==> config.mk <==
export PLATFORM = sky130hd
export DESIGN_NAME = shot_heat_estimator_rate_limiter_top
export DESIGN_NICKNAME = d
export VERILOG_FILES = /design/src/hw/rtl/shrl_pkg.sv /design/src/hw/rtl/shrl_div.sv /design/src/hw/rtl/shot_heat_estimator_rate_limiter_top.sv
export SDC_FILE = /design/constraint.sdc
export NUM_CORES = 1
export LEC_CHECK = 0
export BUFFER_PORTS_ARGS = -buffer_cell sky130_fd_sc_hd__buf_2
export CAP_MARGIN = 20
export CORE_UTILIZATION = 25
export DETAILED_ROUTE_END_ITERATION = 8
export GPL_ROUTABILITY_DRIVEN = 0
export HOLD_SLACK_MARGIN = 0.08
export PLACE_DENSITY_LB_ADDON = 0.3
export SYNTH_ARGS = -nofsm -noshare
export SYNTH_HDL_FRONTEND = slang
export SYNTH_SLANG_ARGS = --single-unit
==> constraint.sdc <==
create_clock -name aclk -period 22.8 [get_ports aclk]
set_clock_uncertainty 0.15 [all_clocks]
set_input_delay 4.56 -clock aclk [delete_from_list [all_inputs] [get_ports aclk]]
set_output_delay 4.56 -clock aclk [all_outputs]
set_load 0.1 [all_outputs]
==> src/hw/rtl/shrl_pkg.sv <==
// Shared types and constants for the shot heat estimator and rate limiter.
package shrl_pkg;

    localparam int HEAT_W    = 24;
    localparam int CNT_W     = 16;
    localparam int RATE_W    = 16;
    localparam int CFG_IDX_W = 8;
    localparam int CFG_DAT_W = 32;

    localparam logic [HEAT_W-1:0] HEAT_MAX = 24'hFFFFFF;
    localparam logic [CNT_W-1:0]  CNT_MAX  = 16'hFFFF;
    localparam logic [RATE_W-1:0] RATE_MAX = 16'hFFFF;

    // Integer heat constants, shifted into Q.F at the top level
    localparam logic [6:0] MARGIN_LARGE = 7'd105;
    localparam logic [6:0] MARGIN_SMALL = 7'd15;
    localparam logic [6:0] HEADROOM_INT = 7'd5;

    // Configuration register indexes
    localparam logic [CFG_IDX_W-1:0] CFG_LARGE_BARREL      = 8'd0;
    localparam logic [CFG_IDX_W-1:0] CFG_SHOT_HEAT         = 8'd1;
    localparam logic [CFG_IDX_W-1:0] CFG_HEAT_LIMIT        = 8'd2;
    localparam logic [CFG_IDX_W-1:0] CFG_COOL_PER_SECOND   = 8'd3;
    localparam logic [CFG_IDX_W-1:0] CFG_COOL_PER_TICK     = 8'd4;
    localparam logic [CFG_IDX_W-1:0] CFG_CURRENT_THRESHOLD = 8'd5;
    localparam logic [CFG_IDX_W-1:0] CFG_SYNC_IDLE_TICKS   = 8'd6;
    localparam logic [CFG_IDX_W-1:0] CFG_CONFIRM_TICKS     = 8'd7;

    typedef enum logic [1:0] {
        DET_STOP     = 2'd0,
        DET_PRECHECK = 2'd1,
        DET_SUSPECT  = 2'd2,
        DET_CONFIRM  = 2'd3
    } det_mode_t;

    typedef enum logic [2:0] {
        SEQ_IDLE,
        SEQ_TICK,
        SEQ_RATE,
        SEQ_DIV,
        SEQ_DONE
    } seq_state_t;

    typedef struct packed {
        logic              done;
        logic              ovf;
        logic [RATE_W-1:0] quot;
    } div_rsp_t;

endpackage

==> src/hw/rtl/shrl_div.sv <==
// Restoring divider giving a 16-bit quotient one bit per cycle, with overflow flag.
module shrl_div #(
    parameter int NUM_W = 32,
    parameter int DEN_W = 19
) (
    input  logic               aclk,
    input  logic               aresetn,
    input  logic               start,
    input  logic [NUM_W-1:0]   num,
    input  logic [DEN_W-1:0]   den,
    output shrl_pkg::div_rsp_t rsp
);
    import shrl_pkg::*;

    localparam int CW = ((NUM_W > DEN_W + RATE_W) ? NUM_W : DEN_W + RATE_W) + 1;
    localparam int CB = $clog2(RATE_W);

    logic              busy_reg, busy_next;
    logic              done_reg, done_next;
    logic              ovf_reg, ovf_next;
    logic [CB-1:0]     cnt_reg, cnt_next;
    logic [CW-1:0]     rem_reg, rem_next;
    logic [CW-1:0]     dsh_reg, dsh_next;
    logic [RATE_W-1:0] quot_reg, quot_next;

    logic [CW-1:0] num_ext;
    logic [CW-1:0] den_top;
    logic          ovf_now;
    logic          step_ge;

    always_comb begin
        num_ext   = CW'(num);
        den_top   = CW'(den) << RATE_W;
        ovf_now   = num_ext >= den_top;
        step_ge   = rem_reg >= dsh_reg;
        busy_next = busy_reg;
        done_next = 1'b0;
        ovf_next  = ovf_reg;
        cnt_next  = cnt_reg;
        rem_next  = rem_reg;
        dsh_next  = dsh_reg;
        quot_next = quot_reg;
        if (start) begin
            // load the operands; if the quotient would not fit in 16 bits, flag it and finish without iterating
            rem_next  = num_ext;
            dsh_next  = CW'(den) << (RATE_W - 1);
            quot_next = '0;
            cnt_next  = CB'(RATE_W - 1);
            ovf_next  = ovf_now;
            done_next = ovf_now;
            busy_next = !ovf_now;
        end else if (busy_reg) begin
            if (step_ge) begin
                rem_next = rem_reg - dsh_reg;
            end
            quot_next = {quot_reg[RATE_W-2:0], step_ge};
            dsh_next  = dsh_reg >> 1;
            if (cnt_reg == '0) begin
                busy_next = 1'b0;
                done_next = 1'b1;
            end else begin
                cnt_next = cnt_reg - 1'b1;
            end
        end
    end

    always_ff @(posedge aclk) begin
        if (!aresetn) begin
            busy_reg <= 1'b0;
            done_reg <= 1'b0;
            ovf_reg  <= 1'b0;
        end else begin
            busy_reg <= busy_next;
            done_reg <= done_next;
            ovf_reg  <= ovf_next;
        end
        cnt_reg  <= cnt_next;
        rem_reg  <= rem_next;
        dsh_reg  <= dsh_next;
        quot_reg <= quot_next;
    end

    assign rsp.done = done_reg;
    assign rsp.ovf  = ovf_reg;
    assign rsp.quot = quot_reg;

    a_start_idle: assert property (@(posedge aclk) disable iff (!aresetn)
        start |-> !busy_reg)
        else $error("divider started while busy");
    a_start_next: assert property (@(posedge aclk) disable iff (!aresetn)
        start |=> (busy_reg || done_reg))
        else $error("divider start neither ran nor finished");
    a_done_ovf: assert property (@(posedge aclk) disable iff (!aresetn)
        (done_reg && ovf_reg) |-> $past(start))
        else $error("overflow reported after iterating");

endmodule

==> src/hw/rtl/shot_heat_estimator_rate_limiter_top.sv <==
// Top level of the shot heat estimator and fire-rate limiter.
//
//  channel | direction | handshake          | payload
//  s_      | in        | s_valid / s_ready  | current, speeds, referee heat, rates
//  m_      | out       | m_valid / m_ready  | heat estimate, safe rate, detector, shot
//  cfg_    | in        | cfg_valid/cfg_ready| cfg_index, cfg_data (always ready)
//
// A result is offered once the heat update, rate decision, divider run and output
// load are through; a zero rate skips the divider. s_ready returns with it, so a
// new tick is taken only after the last one is done. The shared restoring divider
// gives one quotient bit per cycle.
// A result waiting in the output register does not block the next transfer, but
// the following result holds in the done state until m_ready frees the register.
// aresetn is synchronous, active low; it restores state and register defaults.
module shot_heat_estimator_rate_limiter_top #(
    parameter int HEAT_FRAC_BITS = 8
) (
    input  logic                                aclk,
    input  logic                                aresetn,
    input  logic                                s_valid,
    output logic                                s_ready,
    input  logic signed [15:0]                  s_wheel_current,
    input  logic signed [15:0]                  s_wheel_speed,
    input  logic signed [15:0]                  s_target_speed,
    input  logic                                s_ref_valid,
    input  logic [15:0]                         s_ref_heat,
    input  logic [15:0]                         s_desired_rate,
    input  logic [15:0]                         s_rate_ceiling,
    output logic                                m_valid,
    input  logic                                m_ready,
    output logic [23:0]                         m_heat_estimate,
    output logic [15:0]                         m_safe_rate,
    output logic [1:0]                          m_detector_state,
    output logic                                m_shot_counted,
    input  logic                                cfg_valid,
    output logic                                cfg_ready,
    input  logic [shrl_pkg::CFG_IDX_W-1:0]      cfg_index,
    input  logic [shrl_pkg::CFG_DAT_W-1:0]      cfg_data
);
    import shrl_pkg::*;

    localparam int F      = HEAT_FRAC_BITS;
    localparam int RHW    = (16 + F > HEAT_W) ? 16 + F : HEAT_W;
    localparam int SW     = (8 + F > 26) ? 9 + F : 27;
    localparam int NUM_W  = 24 + F;
    localparam int DEN_W  = 19;
    localparam int HR_W   = 20;
    localparam int MUL_W  = 22;

    // configuration
    logic               large_barrel_reg;
    logic [15:0]        shot_heat_reg;
    logic [19:0]        heat_limit_reg;
    logic [15:0]        cool_per_second_reg;
    logic [15:0]        cool_per_tick_reg;
    logic signed [15:0] current_threshold_reg;
    logic [15:0]        sync_idle_ticks_reg;
    logic [15:0]        confirm_ticks_reg;

    // latched tick inputs
    logic signed [15:0] cur_reg, spd_reg, tgt_reg;
    logic               ref_valid_reg;
    logic [15:0]        ref_heat_reg, desired_reg, ceiling_reg;

    seq_state_t        state_reg, state_next;
    det_mode_t         mode_reg, mode_next;
    logic [HEAT_W-1:0] heat_reg, heat_next;
    logic [CNT_W-1:0]  idle_reg, idle_next;
    logic [CNT_W-1:0]  scnt_reg, scnt_next;
    logic              shot_reg, shot_next;
    logic              hold_reg, hold_next;
    logic [RATE_W-1:0] rate_reg, rate_next;

    logic              m_valid_reg, m_valid_next;
    logic [HEAT_W-1:0] out_heat_reg;
    logic [RATE_W-1:0] out_rate_reg;
    det_mode_t         out_mode_reg;
    logic              out_shot_reg;

    logic              out_load;
    logic              div_start;
    logic [NUM_W-1:0]  div_num;
    logic [DEN_W-1:0]  div_den;
    div_rsp_t          div_rsp;

    // tick update signals
    logic [CNT_W-1:0]         idle_inc, scnt_inc;
    logic [RHW-1:0]           rh_ext;
    logic [HEAT_W-1:0]        rh_sat, heat_a, heat_b;
    logic [HEAT_W:0]          heat_sum;
    logic signed [MUL_W-1:0]  spd20, tgt17;
    logic                     cur_high;
    det_mode_t                mode_t;
    logic [CNT_W-1:0]         scnt_t, idle_t;
    logic                     shot_t;

    // rate decision signals
    logic signed [SW-1:0] q_s, qmax_s, d_s, margin_s, headroom_s, hr_s;
    logic                 hold_zone, zero_zone, no_room, rate_zero;
    logic [HR_W-1:0]      hr_u;
    logic [23:0]          hr10;
    logic [RATE_W-1:0]    safe_min;

    // heat update and detector for one tick
    always_comb begin
        idle_inc = (idle_reg == CNT_MAX) ? idle_reg : idle_reg + 1'b1;
        rh_ext   = RHW'(ref_heat_reg) << F;
        rh_sat   = (rh_ext > RHW'(HEAT_MAX)) ? HEAT_MAX : rh_ext[HEAT_W-1:0];
        heat_a   = heat_reg;
        if (ref_valid_reg) begin
            if (heat_a < rh_sat) begin
                heat_a = rh_sat;
            end
            if (idle_inc > sync_idle_ticks_reg) begin
                heat_a = rh_sat;
            end
        end
        spd20    = MUL_W'(spd_reg) * 22'sd20;
        tgt17    = MUL_W'(tgt_reg) * 22'sd17;
        cur_high = cur_reg >= current_threshold_reg;
        scnt_inc = (scnt_reg == CNT_MAX) ? scnt_reg : scnt_reg + 1'b1;
        heat_sum = {1'b0, heat_a} + (HEAT_W + 1)'(shot_heat_reg);
        mode_t   = mode_reg;
        scnt_t   = scnt_reg;
        idle_t   = idle_inc;
        shot_t   = 1'b0;
        unique case (mode_reg)
            DET_STOP: begin
                if (spd20 > tgt17) begin
                    mode_t = DET_PRECHECK;
                    scnt_t = '0;
                end
            end
            DET_PRECHECK: begin
                if (cur_high) begin
                    mode_t = DET_SUSPECT;
                    scnt_t = '0;
                end
            end
            DET_SUSPECT: begin
                if (!cur_high) begin
                    scnt_t = scnt_inc;
                    if (scnt_inc > confirm_ticks_reg) begin
                        mode_t = DET_CONFIRM;
                        scnt_t = '0;
                    end
                end else begin
                    scnt_t = '0;
                end
            end
            DET_CONFIRM: begin
                heat_a = heat_sum[HEAT_W] ? HEAT_MAX : heat_sum[HEAT_W-1:0];
                idle_t = '0;
                mode_t = DET_PRECHECK;
                scnt_t = '0;
                shot_t = 1'b1;
            end
        endcase
        heat_b = (heat_a > HEAT_W'(cool_per_tick_reg)) ?
                 heat_a - HEAT_W'(cool_per_tick_reg) : '0;
    end

    // rate decision on the updated estimate
    always_comb begin
        q_s        = $signed(SW'(heat_reg));
        qmax_s     = $signed(SW'(heat_limit_reg));
        d_s        = $signed(SW'(shot_heat_reg));
        margin_s   = $signed(SW'(large_barrel_reg ? MARGIN_LARGE : MARGIN_SMALL) << F);
        headroom_s = $signed(SW'(HEADROOM_INT) << F);
        hold_zone  = q_s >= (qmax_s - margin_s);
        zero_zone  = (q_s <<< 1) >= ((qmax_s <<< 1) - d_s);
        hr_s       = qmax_s - q_s - headroom_s;
        no_room    = hr_s <= 0;
        rate_zero  = hold_zone ? zero_zone : no_room;
        hr_u       = hr_s[HR_W-1:0];
        hr10       = (24'(hr_u) << 3) + (24'(hr_u) << 1);
        if (hold_zone) begin
            div_num = NUM_W'(cool_per_second_reg) << (F + 2);
            div_den = (DEN_W'(shot_heat_reg) << 2) + DEN_W'(shot_heat_reg);
        end else begin
            div_num = NUM_W'(hr10) << F;
            div_den = DEN_W'(shot_heat_reg);
        end
        // overflow means the safe limit is above any 16-bit request
        safe_min = desired_reg;
        if (!div_rsp.ovf && (div_rsp.quot < safe_min)) begin
            safe_min = div_rsp.quot;
        end
        if (safe_min > ceiling_reg) begin
            safe_min = ceiling_reg;
        end
    end

    // next state
    always_comb begin
        state_next = state_reg;
        unique case (state_reg)
            SEQ_IDLE: if (s_valid)      state_next = SEQ_TICK;
            SEQ_TICK:                   state_next = SEQ_RATE;
            SEQ_RATE: state_next = rate_zero ? SEQ_DONE : SEQ_DIV;
            SEQ_DIV:  if (div_rsp.done) state_next = SEQ_DONE;
            SEQ_DONE: if (out_load)     state_next = SEQ_IDLE;
            default:                    state_next = SEQ_IDLE;
        endcase
    end

    // sequencer outputs
    always_comb begin
        s_ready   = state_reg == SEQ_IDLE;
        div_start = (state_reg == SEQ_RATE) && !rate_zero;
        out_load  = (state_reg == SEQ_DONE) && (!m_valid_reg || m_ready);
    end

    // datapath next values
    always_comb begin
        mode_next    = mode_reg;
        heat_next    = heat_reg;
        idle_next    = idle_reg;
        scnt_next    = scnt_reg;
        shot_next    = shot_reg;
        hold_next    = hold_reg;
        rate_next    = rate_reg;
        m_valid_next = m_valid_reg;
        if (state_reg == SEQ_TICK) begin
            mode_next = mode_t;
            heat_next = heat_b;
            idle_next = idle_t;
            scnt_next = scnt_t;
            shot_next = shot_t;
        end
        if (state_reg == SEQ_RATE) begin
            hold_next = hold_zone;
            rate_next = '0;
        end
        if ((state_reg == SEQ_DIV) && div_rsp.done) begin
            if (hold_reg) begin
                rate_next = div_rsp.ovf ? RATE_MAX : div_rsp.quot;
            end else begin
                rate_next = safe_min;
            end
        end
        if (out_load) begin
            m_valid_next = 1'b1;
        end else if (m_ready) begin
            m_valid_next = 1'b0;
        end
    end

    always_ff @(posedge aclk) begin
        if (!aresetn) begin
            state_reg             <= SEQ_IDLE;
            mode_reg              <= DET_STOP;
            heat_reg              <= '0;
            idle_reg              <= '0;
            scnt_reg              <= '0;
            m_valid_reg           <= 1'b0;
            large_barrel_reg      <= 1'b0;
            shot_heat_reg         <= 16'd2560;
            heat_limit_reg        <= 20'd22528;
            cool_per_second_reg   <= 16'd6144;
            cool_per_tick_reg     <= 16'd6;
            current_threshold_reg <= 16'sd3000;
            sync_idle_ticks_reg   <= 16'd300;
            confirm_ticks_reg     <= 16'd15;
        end else begin
            state_reg   <= state_next;
            mode_reg    <= mode_next;
            heat_reg    <= heat_next;
            idle_reg    <= idle_next;
            scnt_reg    <= scnt_next;
            m_valid_reg <= m_valid_next;
            if (cfg_valid) begin
                // drop writes to indexes beyond the register list
                unique case (cfg_index)
                    CFG_LARGE_BARREL:      large_barrel_reg      <= cfg_data[0];
                    CFG_SHOT_HEAT:         shot_heat_reg         <= cfg_data[15:0];
                    CFG_HEAT_LIMIT:        heat_limit_reg        <= cfg_data[19:0];
                    CFG_COOL_PER_SECOND:   cool_per_second_reg   <= cfg_data[15:0];
                    CFG_COOL_PER_TICK:     cool_per_tick_reg     <= cfg_data[15:0];
                    CFG_CURRENT_THRESHOLD: current_threshold_reg <= $signed(cfg_data[15:0]);
                    CFG_SYNC_IDLE_TICKS:   sync_idle_ticks_reg   <= cfg_data[15:0];
                    CFG_CONFIRM_TICKS:     confirm_ticks_reg     <= cfg_data[15:0];
                    default: ;
                endcase
            end
        end
        shot_reg <= shot_next;
        hold_reg <= hold_next;
        rate_reg <= rate_next;
        if (s_valid && s_ready) begin
            cur_reg       <= s_wheel_current;
            spd_reg       <= s_wheel_speed;
            tgt_reg       <= s_target_speed;
            ref_valid_reg <= s_ref_valid;
            ref_heat_reg  <= s_ref_heat;
            desired_reg   <= s_desired_rate;
            ceiling_reg   <= s_rate_ceiling;
        end
        if (out_load) begin
            out_heat_reg <= heat_reg;
            out_rate_reg <= rate_reg;
            out_mode_reg <= mode_reg;
            out_shot_reg <= shot_reg;
        end
    end

    shrl_div #(
        .NUM_W (NUM_W),
        .DEN_W (DEN_W)
    ) u_div (
        .aclk    (aclk),
        .aresetn (aresetn),
        .start   (div_start),
        .num     (div_num),
        .den     (div_den),
        .rsp     (div_rsp)
    );

    assign cfg_ready        = 1'b1;
    assign m_valid          = m_valid_reg;
    assign m_heat_estimate  = out_heat_reg;
    assign m_safe_rate      = out_rate_reg;
    assign m_detector_state = out_mode_reg;
    assign m_shot_counted   = out_shot_reg;

    a_shot_precheck: assert property (@(posedge aclk) disable iff (!aresetn)
        (m_valid && m_shot_counted) |-> (m_detector_state == DET_PRECHECK))
        else $error("shot reported outside precheck");
    a_div_in_div: assert property (@(posedge aclk) disable iff (!aresetn)
        div_rsp.done |-> (state_reg == SEQ_DIV))
        else $error("divider result outside divide step");
    a_load_from_done: assert property (@(posedge aclk) disable iff (!aresetn)
        (state_reg == SEQ_IDLE && $past(state_reg) == SEQ_DONE) |-> m_valid_reg)
        else $error("result not loaded on leaving done");
    a_tick_follows: assert property (@(posedge aclk) disable iff (!aresetn)
        (s_valid && s_ready) |=> (state_reg == SEQ_TICK))
        else $error("transfer did not start a tick");

endmodule

==> impl_metrics.yaml <==
worst_setup_path:
  crit_type: "reg -> reg"
  cp-start-kind: "register"
  arrival_ns: 11.96
  worst-path-max-fanout: 19
  cpMostUsedCell: "a21oi_1"
  reg2reg_depth: 42
  r2r_end: "heat_reg[17]"
  critical-path-max-stage-delay_ns: 0.60
  regToRegStartpoint: "idle_reg[4]"
  cp_data_required_time_ns: 23.15
  rrSetupSlack_ns: 11.19
  cp_slowest_cell: "o21ai_1"
  end_kind: "register"
global_route:
  grt_pass1_wl_mm: 140.7
  grt_overflow: 0
  antenna_found_initial: 8
  grt_pass1_vias: 24860
  track_usage_pct: 14.06
  grt_start_max_net_pins: 78
floorplan:
  fp-row-count: 129
  die_h_um: 356.1
  ios: 188
  core_um2: 124000
  die_width_um: 356.1
  start_util_pct: 25.28
  die_area_um2: 126800
drt:
  detail-route-antenna-nets: 0
  vias: 25760
  drt_iter0_drc: 1522
  vias_per_cell: 4.802
  drc: 3
  drt_first_pass_iters: 9
  wl_per_cell_um: 16.96
  routed_wl_mm: 90.98
yosys:
  synth_top_family_by_area: "compound AO/OA/AOI/OAI gates"
  async_reset_ff_share_pct: 0
  synth_warnings: 0
  syn_area_per_cell_um2: 8.823
  syn-num-nets: 4101
  ys_seq_elements: 430
  yosysSeqAreaShare_pct: 34.14
  synthCells: 3552
  ys.flop_type: "dfxtp_1"
  synthMuxAreaShare_pct: 3.669
  synthAdderAreaFrac_pct: 16.51
  synth_edf_count: 209
  synthSimpleGateAreaFrac_pct: 17.23
  synthXorXnorAreaFrac_pct: 5.002
  synth-compound-area-share_pct: 18.35
  synth_cell_type_count: 96
  netlist_area_um2: 31340
layout:
  fillCellCount: 13310
  final_common_cell: "nand2_1"
  multi_input_area_um2: 19100
  seq_area_um2: 10700
  antenna_cells: 0
  final_cell_mix: "417 x nand2_1, 396 x ha_1, 301 x a21oi_1, 289 x inv_1, 234 x nor2_1"
  area_delta_synth_final_pct: 13.99
  final_net_count: 4234
  largest_reg_flops: 36
  layout-drive-gt1-share_pct: 9.818
clock_network:
  cts_buffers: 51
  clk_latency_ns: 0.67
  htree_levels: 2
  clock-root-buffer: "clkbuf_16"
  path_clk_slew_ns: 0.06
  cts_resized: 0
  numClockSinks: 430
  cts.path.max_buffers: 3
  tritoncts: "yes"
  hold_buffers: 0
  cts_setup_buffers: 0
power_and_ir_drop:
  power_frac_seq_pct: 19.5
  p_int_mw: 3.192
  leakagePower_nw: 14.76
  p_clk_share_pct: 13.8
  switchingPower_mw: 2.894
  p_per_area_nw_per_um2: 170.4
  peakVddDrop_uv: 176.5
  combPwrFrac_pct: 66.7
  swShare_pct: 47.55
sta:
  timing.final.crit_period_ns: 11.61
  tightest_slew_ns: 1.045
  setup_viol: 0
  setup_ws_ns: 11.19
  grt_setup_unrepaired: "false"
  drv_slew: 0
  max_slew_margin_pct: 28.51
  final.setup.tns_ns: 0
  max_freq_mhz: 86.13
  period_share_pct: 50.92
  final-hold-violation-count: 0
hold_path:
  holdPathStages: 0
  hold_path_end: "m_safe_rate[11]"
  hold_path.class: "reg -> reg"
  worstHoldStart: "rate_reg[11]"
flow_run:
  max_cap_viol_count: 0
placement:
  dp_hpwl_mm: 69.33
  dp_slack_ns: 11.05
  port_buffers: 174
outcome:
  violations: "design-rule violations"
  status: "finished, violations left"
routing by layer:
| layer | share of wire, % | GRT usage, % | wire (um) | up-vias |
|---|---|---|---|---|
| met5 | 0 | 0 | 0 | - |
| met4 | 2.5 | 3.562 | 2236 | 0 |
| met3 | 3.9 | 1.685 | 3560 | 114 |
| met2 | 46 | 23.59 | 42080 | 515 |
| met1 | 47 | 19.00 | 43100 | 12080 |
| li1 | - | - | - | 13050 |
how the worst max path moves through the flow:
stage	from	slack [ns]	cells past startpoint	end
after global routing	idle_reg[4]	10.07	42	heat_reg[5]
after CTS	idle_reg[4]	11.05	42	heat_reg[17]
after floorplan	idle_reg[4]	13.10	46	heat_reg[10]
final	idle_reg[4]	11.19	42	heat_reg[17]
after detailed placement	idle_reg[4]	11.05	42	heat_reg[8]
after global placement	idle_reg[4]	11.10	42	heat_reg[4]
power by group through the flow:
stage | registers [mW] | logic, mW | clock network, mW
CTS | 1.19 | 4.09 | 0.872
floorplan | 1.19 | 3.09 | 0
detailed placement | 1.20 | 4.06 | 0
finish | 1.18 | 4.06 | 0.842
global route | 1.20 | 4.58 | 0.901
global placement | 1.20 | 4.02 | 0
layout make-up:
cell class              instances  area share (%)
clock inverters                37           1.093
repair buffers                198           2.963
flip-flops and latches        430           29.96
well taps                    1637           5.734
clock buffers                  59           3.713
inverters                     292           3.082
multi-input cells            2712           53.46
worst max-delay path, delay by kind of cell, from the launching register on:
kind                       cells  cell delay [ns]
AOI/OAI and AO/OA             19             4.80
xor gates and xnor gates       1             0.15
adders and majority gates      4             1.18
buffers and inverters          1             0.05
DFF                            1             0.46
and+or+nand+nor               17             4.64
synth_stat cells (53+ instances only):
| cell type | n | area share (%) |
|---|---|---|
| nor3_1 | 81 | 1.3 |
| xor2_1 | 68 | 1.9 |
| clkbuf_1 | 95 | 1.1 |
| nand3_1 | 84 | 1.3 |
| ha_1 | 396 | 16 |
| dfxtp_1 | 221 | 14 |
| nand2_1 | 417 | 5.0 |
| o21a_1 | 53 | 1.3 |
| o21ai_0 | 135 | 2.2 |
| a21oi_1 | 301 | 4.8 |
| inv_1 | 291 | 3.5 |
| a21o_1 | 91 | 2.2 |
| xnor2_1 | 111 | 3.1 |
| mux2i_1 | 71 | 2.3 |
| edfxtp_1 | 209 | 20 |
| nor2_1 | 234 | 2.8 |
cell families after synthesis:
| family | after synthesis |
|---|---|
| AND/OR/NAND/NOR | 1133 |
| AO/OA/AOI/OAI | 882 |
| flip-flops | 430 |
| other | 1 |
| adder cells (fa/ha/maj) | 407 |
| XOR/XNOR | 179 |
| multiplexers | 110 |
| buffers and inverters | 410 |
stage by stage:
stage                     hold slack (ns)  area (um2)  std cells  utilization [%]  power, mW
after floorplan                    0.2503       31340       3552                -      4.284
after global placement             0.2503       33980       5267            27.42      5.219
after detailed placement           0.2552       34000       5268            27.42      5.265
after CTS                          0.2702       35710       5364            28.81      6.150
after global routing               0.2795       35720       5365            28.82      6.684
final                              0.2681       35720       5365            28.82      6.086
(Power assumes the default switching activity.)
